File: src/rtl/crcfr_pkg.sv
package crcfr_pkg;

	localparam int PAYLOAD_BYTES = 12;
	localparam int FRAME_BYTES   = PAYLOAD_BYTES + 6;
	localparam int CRC_BYTES     = 4;

	localparam logic [7:0]  HDR0         = 8'hCA;
	localparam logic [7:0]  HDR1         = 8'hFE;
	localparam logic [31:0] CRC_POLY     = 32'hEDB88320;
	localparam logic [31:0] CRC_INIT     = 32'hFFFFFFFF;
	localparam logic [31:0] ENABLE_MAGIC = 32'hACDC6660;

	typedef logic [7:0]  byte_t;
	typedef logic [31:0] word_t;

	typedef struct packed {
		logic  enable_on;
		word_t value0_bits;
		word_t value1_bits;
	} result_t;

	// One byte of the reflected CRC-32, least significant bit first.
	function automatic word_t crc_byte(input word_t crc_in, input byte_t data);
		word_t crc;
		byte_t b;
		logic  lsb;
		crc = crc_in;
		b = data;
		for (int j = 0; j < 8; j++) begin
			lsb = b[0] ^ crc[0];
			crc = crc >> 1;
			if (lsb) begin
				crc = crc ^ CRC_POLY;
			end
			b = b >> 1;
		end
		return crc;
	endfunction

endpackage

File: src/rtl/crcfr_crc_cell.sv
module crcfr_crc_cell
	import crcfr_pkg::*;
(
	input  logic  clk,
	input  logic  arst_n,
	input  logic  shift,
	input  byte_t data,
	input  word_t crc_in,
	output word_t crc_out
);

	word_t crc_q;

	// Each cell extends its left neighbour's running CRC by the incoming byte,
	// so cell k holds the CRC of the last k + 1 bytes once that many have been taken.
	always_ff @(posedge clk or negedge arst_n) begin
		if (!arst_n) begin
			crc_q <= '0;
		end else if (shift) begin
			crc_q <= crc_byte(crc_in, data);
		end
	end

	assign crc_out = crc_q;

endmodule

File: src/rtl/crcfr_out_stage.sv
module crcfr_out_stage
	import crcfr_pkg::*;
(
	input  logic    clk,
	input  logic    arst_n,
	input  logic    load,
	input  result_t result,
	input  logic    stall,
	output logic    ready,
	output logic    valid,
	output result_t held
);

	logic    valid_q;
	result_t held_q;

	assign ready = !valid_q || !stall;

	always_ff @(posedge clk or negedge arst_n) begin
		if (!arst_n) begin
			valid_q <= 1'b0;
		end else if (ready) begin
			valid_q <= load;
		end
	end

	always_ff @(posedge clk) begin
		if (load && ready) begin
			held_q <= result;
		end
	end

	assign valid = valid_q;
	assign held  = held_q;

endmodule

File: src/rtl/crc32_checked_frame_receiver_top.sv
// Channel   Direction  Handshake            Word
// input     in         in_valid / in_stall  rx_byte
// result    out        out_valid/out_stall  enable_on, value0_bits, value1_bits
//
// A byte is taken each cycle unless stalled; twelve CRC cells advance on each byte.
// The last CRC byte enters the window; the result then loads the output register.
// The input stalls only while a matched frame waits behind a stalled output word.
// Reset clears the byte window and the CRC cells to zero; no clearing pass is needed.
module crc32_checked_frame_receiver_top
	import crcfr_pkg::*;
(
	input  logic        clk,
	input  logic        arst_n,
	input  logic [7:0]  rx_byte,
	input  logic        in_valid,
	output logic        in_stall,
	output logic        enable_on,
	output logic [31:0] value0_bits,
	output logic [31:0] value1_bits,
	output logic        out_valid,
	input  logic        out_stall
);

	byte_t   win_q [FRAME_BYTES];
	word_t   crc_chain [PAYLOAD_BYTES + 1];
	word_t   crc_dly_q [CRC_BYTES];
	logic    fresh_q;
	logic    in_accept;
	logic    frame_ok;
	logic    out_ready;
	logic    load;
	result_t result;
	result_t held;

	assign in_accept = in_valid && !in_stall;

	always_ff @(posedge clk or negedge arst_n) begin
		if (!arst_n) begin
			for (int i = 0; i < FRAME_BYTES; i++) begin
				win_q[i] <= '0;
			end
			for (int i = 0; i < CRC_BYTES; i++) begin
				crc_dly_q[i] <= '0;
			end
		end else if (in_accept) begin
			for (int i = 0; i < FRAME_BYTES - 1; i++) begin
				win_q[i] <= win_q[i + 1];
			end
			win_q[FRAME_BYTES - 1] <= rx_byte;
			// The payload CRC is complete four bytes before the frame ends.
			crc_dly_q[0] <= crc_chain[PAYLOAD_BYTES];
			for (int i = 1; i < CRC_BYTES; i++) begin
				crc_dly_q[i] <= crc_dly_q[i - 1];
			end
		end
	end

	assign crc_chain[0] = CRC_INIT;

	for (genvar k = 0; k < PAYLOAD_BYTES; k++) begin : g_cell
		crcfr_crc_cell u_cell (
			.clk     (clk),
			.arst_n  (arst_n),
			.shift   (in_accept),
			.data    (rx_byte),
			.crc_in  (crc_chain[k]),
			.crc_out (crc_chain[k + 1])
		);
	end

	assign frame_ok = (win_q[0] == HDR0) && (win_q[1] == HDR1) &&
		(~crc_dly_q[CRC_BYTES - 1] == {win_q[PAYLOAD_BYTES + 5], win_q[PAYLOAD_BYTES + 4],
			win_q[PAYLOAD_BYTES + 3], win_q[PAYLOAD_BYTES + 2]});

	assign result.enable_on   = ({win_q[5], win_q[4], win_q[3], win_q[2]} == ENABLE_MAGIC);
	assign result.value0_bits = {win_q[9], win_q[8], win_q[7], win_q[6]};
	assign result.value1_bits = {win_q[13], win_q[12], win_q[11], win_q[10]};

	assign load     = fresh_q && frame_ok;
	assign in_stall = load && !out_ready;

	// A freshly shifted window is checked once; it stays pending only while its
	// result cannot yet enter the output register.
	always_ff @(posedge clk or negedge arst_n) begin
		if (!arst_n) begin
			fresh_q <= 1'b0;
		end else if (in_accept) begin
			fresh_q <= 1'b1;
		end else if (!load || out_ready) begin
			fresh_q <= 1'b0;
		end
	end

	crcfr_out_stage u_out (
		.clk    (clk),
		.arst_n (arst_n),
		.load   (load),
		.result (result),
		.stall  (out_stall),
		.ready  (out_ready),
		.valid  (out_valid),
		.held   (held)
	);

	assign enable_on   = held.enable_on;
	assign value0_bits = held.value0_bits;
	assign value1_bits = held.value1_bits;

endmodule

File: config.mk
export PLATFORM = sky130hd
export DESIGN_NAME = crc32_checked_frame_receiver_top
export DESIGN_NICKNAME = d
export VERILOG_FILES = /design/src/rtl/crcfr_pkg.sv /design/src/rtl/crcfr_crc_cell.sv /design/src/rtl/crcfr_out_stage.sv /design/src/rtl/crc32_checked_frame_receiver_top.sv
export SDC_FILE = /design/constraint.sdc
export NUM_CORES = 1
export LEC_CHECK = 0
export BUFFER_PORTS_ARGS = -buffer_cell sky130_fd_sc_hd__buf_2
export CAP_MARGIN = 20
export CORE_MARGIN = 2
export CORE_UTILIZATION = 53
export CTS_CLUSTER_DIAMETER = 30
export DETAILED_ROUTE_END_ITERATION = 16
export PLACE_DENSITY = 0.74
export SKIP_LAST_GASP = 1
export SYNTH_ARGS = -nofsm -noshare
export SYNTH_HDL_FRONTEND = slang
export SYNTH_SLANG_ARGS = --single-unit
File: constraint.sdc
create_clock -name clk -period 15.54 [get_ports clk]
set_input_delay 2.331 -clock clk [delete_from_list [all_inputs] [get_ports clk]]
set_output_delay 2.331 -clock clk [all_outputs]
set_load 0.02 [all_outputs]
Yosys cells after proc, flatten, opt, wreduce, memory -nomap -nowiden:

Cells that the tools add are included.
Widths: inputs -> output; s select.

* register bits after elaboration: 723
* bits in latches: 0
* memory bits (writable): 0
* ROM bits: 0
* logic and storage cells: 430
* memories: 0

* $add $sub $neg: 0
* $mul: 0
* divide/modulo/power cells: 0
* order comparisons: 0
* equal/unequal tests: 4
* shift-type cells: 0
* multiplexer cells: 182
* bitwise gates (word level): 191
* reductions and logical operators: 14

Operator list (number)
* $mux 32: 180
* $not 13->14: 95
* $xor 1x1->1: 95
* $eq 32x32->1: 1
* $eq 32x32->1 const B: 1
* $not 32->32: 1
* $eq 8x8->1 const B: 2
* $logic_and 1x1->1: 6
* $logic_not 1->1: 5
* $logic_or 1x1->1: 2
* $mux 1: 2
* $reduce_bool 2->1: 1

Depth between registers and ports, before layout:

Gate-level depths: netlist of run 1.

* depth in word-level cells: 28
* gate-level depth with buffers: 9

Modules after synthesis:

From an unflattened synthesis of run 1, not the netlist that was laid out.

* cells, all modules: 2499
* area, all modules: 35655.4 um2

By module, submodules not included
* crcfr_crc_cell: times used 12, cells an instance 147, area an instance 1906.8 um2, sequential area each 800.8 um2
* crc32_checked_frame_receiver_top: times used 1, cells an instance 666, area an instance 10774.1 um2, sequential area each 6831.6 um2
* crcfr_out_stage: times used 1, cells an instance 69, area an instance 1999.4 um2, sequential area each 1976.9 um2

Worst setup path after synthesis of run 1:

No wires, ideal clock.

* path type: in2reg
* start point: in out_stall
* end point: reg u_out.held_q, in the netlist u_out.held[0] (enable)
* setup time: 0.510 ns
* arrival time: 5.424 ns
* setup slack: 9.607 ns
* cell stages on the path: 1
* path through: a21oi_1

* cells in the longest elaborated chain, start to end: 3

Ends and longest elaborated chain
* start, declared: RTL line crc32_checked_frame_receiver_top.sv:21 `input logic out_stall`
* $logic_not 1->1: RTL line crcfr_out_stage.sv:17 `assign ready = !valid_q || !stall;`
* $logic_or 1x1->1: RTL line crcfr_out_stage.sv:17
* $logic_and 1x1->1: RTL line crcfr_out_stage.sv:28 `if (load && ready) begin`
* end signal, assigned: RTL line crcfr_out_stage.sv:29 `held_q <= result;`
* end, declared: RTL line crcfr_out_stage.sv:15 `result_t held_q;`

Every way passes these cells.
A chain may end at the register's enable or synchronous reset.

Worst setup path after layout of run 1:

* start point: in out_stall
* end point: out in_stall

* cells in the longest elaborated chain, start to end: 4

Ends and longest elaborated chain
* $logic_not 1->1: RTL line crcfr_out_stage.sv:17
* $logic_or 1x1->1: RTL line crcfr_out_stage.sv:17
* $logic_not 1->1: RTL line crc32_checked_frame_receiver_top.sv:80 `assign in_stall = load && !out_ready;`
* $logic_and 1x1->1: RTL line crc32_checked_frame_receiver_top.sv:80
* end, declared: RTL line crc32_checked_frame_receiver_top.sv:16 `output logic in_stall,`

Every way passes these cells.

==> flow_metrics.tcl, run 1 <==
set metrics [dict create \
    clock-sinks 719 \
    start_kind "input pin" \
    grt_first_pass_wirelength_um 121000 \
    syn_to_final_growth_pct 19.0 \
    r2r-start "win_q[2]$_DFFE_PN0P_" \
    place.gp.congestion 0.819 \
    antenna_found_initial 1 \
    cts_root_buf "clkbuf_16" \
    end_kind "output port" \
    max_freq_mhz 180 \
    synth.distinct_cells 31 \
    die_x_um 262 \
    syn_area_mm2 0.0354 \
    crit_path_frequent_cell "buf_2" \
    grt_usage_pct 22.6 \
    insertion_delay_ns 0.74 \
    initial_core_util_pct 53.7 \
    cts-hold-fix-buffers 0 \
    hold_viol_final 0 \
    drt_iter0_drc 1091 \
    htree_levels 4 \
    tns_ns 0 \
    worstHoldPathType "reg -> reg" \
    synth_seq_cells 719 \
    post-route-drc-count 0 \
    clkTransAtPathRegs_ns 0.05 \
    io_pins 79 \
    slew_headroom_pct 25.0 \
    cts_setup_buffers 0 \
    crit_type "in -> out" \
    drtAntennaViolNets 0 \
    clock_skew_ns 0.0339 \
    ys_warn_count 0 \
    cpMaxStageDelayCell "nor4_1" \
    worst_slack_ns 9.98 \
    cts_tree "done" \
    hold_ws_ns 0.454 \
    routed_via_density 5.26 \
    worst_path_largest_cell_delay_ns 0.41 \
    setup_viol 0 \
    grt.overflow.total 0 \
    outcome "complete, no violations" \
    cts_max_path_buffers 3 \
    final_common_cell "dfrtp_1" \
    synth_edf_count 65 \
    dpl_worst_slack_ns 9.33 \
    placed_cell_area_mm2 0.0366 \
    path_delay_family "simple AND/OR/NAND/NOR gates" \
    avgSynthCellArea_um2 14.4 \
    timing.rr.end "g_cell[3].u_cell.crc_out[5]$_DFFE_PN0P_" \
    drv_slew 0 \
    seq_area_frac_synth_pct 51.8 \
    port_buffers 78 \
    crit_fanout 3 \
    worstMarginPinSlew_ns 1.12 \
    min_to "u_out.held[13]$_DFFE_PP_" \
    period_minus_slack_ns 5.56 \
    r2r_cells 8 \
    hp-start "result[13]$_DFFE_PN0P_" \
    die-area_mm2 0.0688 \
    dp_hpwl_um 49100 \
    fillers 4742 \
    final.period_utilization_pct 35.8 \
    drive_above_1_share_pct 29.1 \
    wl_um 75500 \
    r2r_slack_ns 10.36 \
    syn_inst 2459 \
    rsz0062_at_grt "no" \
    die_h_um 262 \
    crit_chain "buf_2, nand2_1, nor4_1, buf_2" \
    rows 94 \
    min_path_cells 0 \
    final_nets 2631 \
    critPathRequiredTime_ns 13.21 \
    grt_max_degree 174 \
    grt_pass1_vias 20900 \
    dr.pass1.iters 5 \
    path_buf_inv 2 \
    synthArstFlopShare_pct 91.0 \
    ys.flop_type "dfrtp_1" \
    maxCapViolCount 0 \
    wl_per_cell_um 21.0 \
    diodes 0 \
    arrival_ns 3.23 \
    cts-buffers-inserted 149 \
    fin_area_mm2 0.0421 \
    final_cell_mix "dfrtp_1, xnor2_1, mux2_2, xor2_1, mux2_1" \
    core_mm2 0.0659 \
    postCtsResizedCells 0 \
    vias 19000 \
    synthesis.nets 2471 \
]
-- synthesized netlist by cell type (2+ instances only) --
| library cell | number | share of area [%] |
|---|---|---|
| nor4bb_1 | 6 | 0.17 |
| buf_2 | 50 | 0.71 |
| buf_1 | 11 | 0.12 |
| xnor2_1 | 613 | 15 |
| nand4_1 | 5 | 0.088 |
| edfxtp_1 | 65 | 5.5 |
| dfrtp_1 | 654 | 46 |
| xor2_2 | 3 | 0.14 |
| xnor2_2 | 4 | 0.18 |
| xor2_1 | 237 | 5.9 |
| xor3_1 | 9 | 0.61 |
| clkbuf_1 | 10 | 0.11 |
| mux2_1 | 208 | 6.6 |
| nand2_1 | 4 | 0.042 |
| mux2_2 | 409 | 13 |
| mux2i_1 | 35 | 0.99 |
| buf_4 | 37 | 0.79 |
| inv_1 | 35 | 0.37 |
| nor4_1 | 10 | 0.18 |
| xnor3_1 | 41 | 2.6 |
| xor2_4 | 2 | 0.16 |
| nor2_1 | 2 | 0.021 |
-- logic make-up after synthesis --
family | after synthesis | share of synthesized area [%]
AOI/OAI and AO/OA | 2 | 0.0602
buffers and inverters | 143 | 2.09
xor gates and xnor gates | 909 | 24.8
DFF | 719 | 51.8
and+or+nand+nor | 34 | 0.651
muxes | 652 | 20.6
-- per-stage QoR --
step	cells	util, %
final	3605	63.9
after global routing	3605	63.9
after CTS	3603	63.8
after detailed placement	3330	55.5
after global placement	3330	55.5
after floorplan	2459	-
-- metal layers --
| layer | GRT usage [%] | share of wire [%] | vias to the layer above |
|---|---|---|---|
| li1 | - | - | 8623 |
| met1 | 30.5 | 45 | 9808 |
| met2 | 36.7 | 49 | 368 |
| met3 | 4.19 | 3.8 | 154 |
| met4 | 8.08 | 2.5 | 2 |
| met5 | 0 | 0.017 | - |
-- flip-flops by register name, summed over array words and instances (netlist names) --
| signal | count |
|---|---|
| g_cell.u_cell.crc_out | 380 |
| crc_dly_q | 128 |
| u_out.valid | 1 |
| fresh_q | 1 |
| win_q | 80 |
| u_out.held | 65 |
| result | 64 |
-- how the worst max path moves through the flow --
stage               from                                        to  depth (start not counted)
3_5_place_dp   out_stall  g_cell[5].u_cell.crc_out[26]$_DFFE_PN0P_                          7
2_1_floorplan  out_stall                   u_out.held[0]$_DFFE_PP_                          1
5_1_grt        out_stall                                  in_stall                          4
6_report       out_stall                                  in_stall                          4
4_1_cts        out_stall                                  in_stall                          4
3_3_place_gp   out_stall  g_cell[4].u_cell.crc_out[23]$_DFFE_PN0P_                          7
-- cell type report --
type	count	area, µm²	area share, %
timing repair buffer	117	758	1.80
tap	864	1080	2.57
clock buffer	187	4100	9.75
sequential	719	18300	43.5
clock inverter	86	1320	3.14
inverter	35	131	0.312
multi-input combinational	1597	16400	38.9
-- worst register-to-register path: stages (launching register included) --
cell and delay (ns):
dfrtp_1 0.66, xnor2_1 0.19, nor4_1 0.37, nand4_1 0.32, o41ai_4 0.43, buf_4 0.79, buf_4 0.87, buf_4 0.92
mux2_2 0.50
Power of run 1 is left out: the tool's default activity adds up to more than one toggle a clock period on the data nets, which glitch-free logic cannot reach.
==> run 2, diff against run 1 <==
--- a/config.mk
+++ b/config.mk
@@ -11,7 +11,7 @@
 export CORE_UTILIZATION = 53
 export CTS_CLUSTER_DIAMETER = 30
 export DETAILED_ROUTE_END_ITERATION = 16
-export PLACE_DENSITY = 0.74
+export PLACE_DENSITY = 0.77
 export SKIP_LAST_GASP = 1
 export SYNTH_ARGS = -nofsm -noshare
 export SYNTH_HDL_FRONTEND = slang
==> constraint.sdc (replaced) <==
create_clock -name clk -period 4.7 [get_ports clk]
set_input_delay 0.705 -clock clk [delete_from_list [all_inputs] [get_ports clk]]
set_output_delay 0.705 -clock clk [all_outputs]
set_load 0.02 [all_outputs]
==> run 2 against run 1 <==
Compared with the run above: count of clock-buffer cells in the layout decreased by 15; critical path type is now reg -> reg; cell count increased by 0.42%; critical endpoint is now g_cell[4].u_cell.crc_out[2]$_DFFE_PN0P_; sequential share of layout area about the same.
==> flow_metrics.tcl, run 2 (synthesis results as in run 1) <==
set metrics [dict create \
    grt_first_pass_wirelength_um 122000 \
    routed_via_density 5.25 \
    stdcell_count 3620 \
    clock_skew_ns 0.0249 \
    grt.overflow.total 0 \
    die-area_mm2 0.0688 \
    core_mm2 0.0659 \
    critPathRequiredTime_ns 5.29 \
    io_pins 79 \
    max_freq_mhz 282 \
    dp_hpwl_um 50800 \
    cts_tree "done" \
    syn_to_final_growth_pct 18.9 \
    rows 94 \
    port_buffers 78 \
    place.gp.congestion 0.840 \
    period_minus_slack_ns 3.55 \
    placedCellCount 3358 \
    crit_path_frequent_cell "buf_12" \
    start_kind "flip-flop" \
    worstMarginPinSlew_ns 0.970 \
    crit_chain "xnor2_1, nor4_1, nand4_1, o41ai_4, buf_12, buf_12, mux2_2" \
    hold_ws_ns 0.0369 \
    diodes 0 \
    wl_per_cell_um 21.2 \
    rsz0062_at_grt "no" \
    wl_um 76700 \
    worst_path_largest_cell_delay_ns 0.67 \
    initial_core_util_pct 53.7 \
    vias 19000 \
    largest_register_ffs 380 \
    clkTransAtPathRegs_ns 0.05 \
    cpMaxStageDelayCell "dfrtp_1" \
    grt_pass1_vias 21100 \
    crit_fanout 104 \
    antenna_found_initial 2 \
    cts_max_path_buffers 3 \
    drv_slew 0 \
    post-route-drc-count 0 \
    cts_root_buf "clkbuf_16" \
    arrival_ns 4.14 \
    cts-hold-fix-buffers 0 \
    end_kind "flip-flop" \
    final_cell_mix "dfrtp_1, xnor2_1, mux2_2, xor2_1, mux2_1" \
    grt_max_degree 130 \
    setup_viol 0 \
    worstHoldPathType "in -> async" \
    clock-sinks 719 \
    htree_levels 4 \
    insertion_delay_ns 0.72 \
    drt_iter0_drc 1050 \
    final.period_utilization_pct 75.5 \
    drtAntennaViolNets 0 \
    die_h_um 262 \
    final_nets 2651 \
    maxCapViolCount 0 \
    die_x_um 262 \
    drive_above_1_share_pct 29.5 \
    final_common_cell "dfrtp_1" \
    outcome "complete, no violations" \
    slew_headroom_pct 34.9 \
    cts-buffers-inserted 143 \
    dr.pass1.iters 4 \
    crit_type "reg -> reg" \
    postCtsResizedCells 0 \
    hold_viol_final 0 \
    fillers 4714 \
    grt_usage_pct 22.8 \
    tns_ns 0 \
    cts_setup_buffers 0 \
]
-- run 2: cell count changes in the layout (fill, tap and decap cells not counted), sizes merged --
cell,previous run,this run
clkinv,40,41
clkinvlp,11,15
buf,117,143
bufinv,22,20
clkbuf,187,172
inv,48,49
-- run 2: path summary, 6_finish.rpt --
check,from,end,slack (ns),cells past startpoint
worst max-delay path,win_q[2]$_DFFE_PN0P_,g_cell[4].u_cell.crc_out[2]$_DFFE_PN0P_,1.15,7
worst min-delay path,arst_n,crc_dly_q[39]$_DFFE_PN0P_,0.04,1
worst max register to register,win_q[2]$_DFFE_PN0P_,g_cell[4].u_cell.crc_out[2]$_DFFE_PN0P_,1.15,7
worst min register to register,result[3]$_DFFE_PN0P_,u_out.held[3]$_DFFE_PP_,0.46,0
max in group asynchronous,arst_n,result[51]$_DFFE_PN0P_,3.58,2
min in group clk,in_valid,fresh_q$_DFFE_PN0P_,0.28,2
-- run 2: worst max-delay path: cells and delay by family (launching register included) --
| kind | cells | cell delay, ns |
|---|---|---|
| mux | 1 | 0.41 |
| buf+inv | 2 | 0.75 |
| flops | 1 | 0.67 |
| simple gates | 2 | 0.69 |
| compound gates | 1 | 0.59 |
| xor+xnor | 1 | 0.14 |
-- run 2: metrics by stage --
step           utilization [%]  worst slack, ns  area [µm²]
2_1_floorplan                -            0.779       35400
3_3_place_gp              56.1             1.11       36900
3_5_place_dp              56.1            0.983       36900
4_1_cts                   63.8             1.12       42100
5_1_grt                   63.8            0.955       42100
6_report                  63.8             1.15       42100
-- run 2: cell type report --
| class | count | area [µm²] | area share [%] |
|---|---|---|---|
| well taps | 864 | 1080 | 2.57 |
| clock inverters | 90 | 1220 | 2.91 |
| inverters | 35 | 131 | 0.312 |
| clock buffers | 172 | 3890 | 9.25 |
| flip-flops and latches | 719 | 18300 | 43.6 |
| multi-input cells | 1597 | 16300 | 38.9 |
| repair buffers | 143 | 1060 | 2.53 |
-- run 2: per-layer routing --
metal  track usage [%]  up-vias  wire [µm]
li1                  -     8650          -
met1              29.6     9822      33500
met2              38.0      376      38300
met3              4.21      159       2750
met4              8.68        4       2150
met5                 0        -         25
Power of run 2 is left out for the same reason.
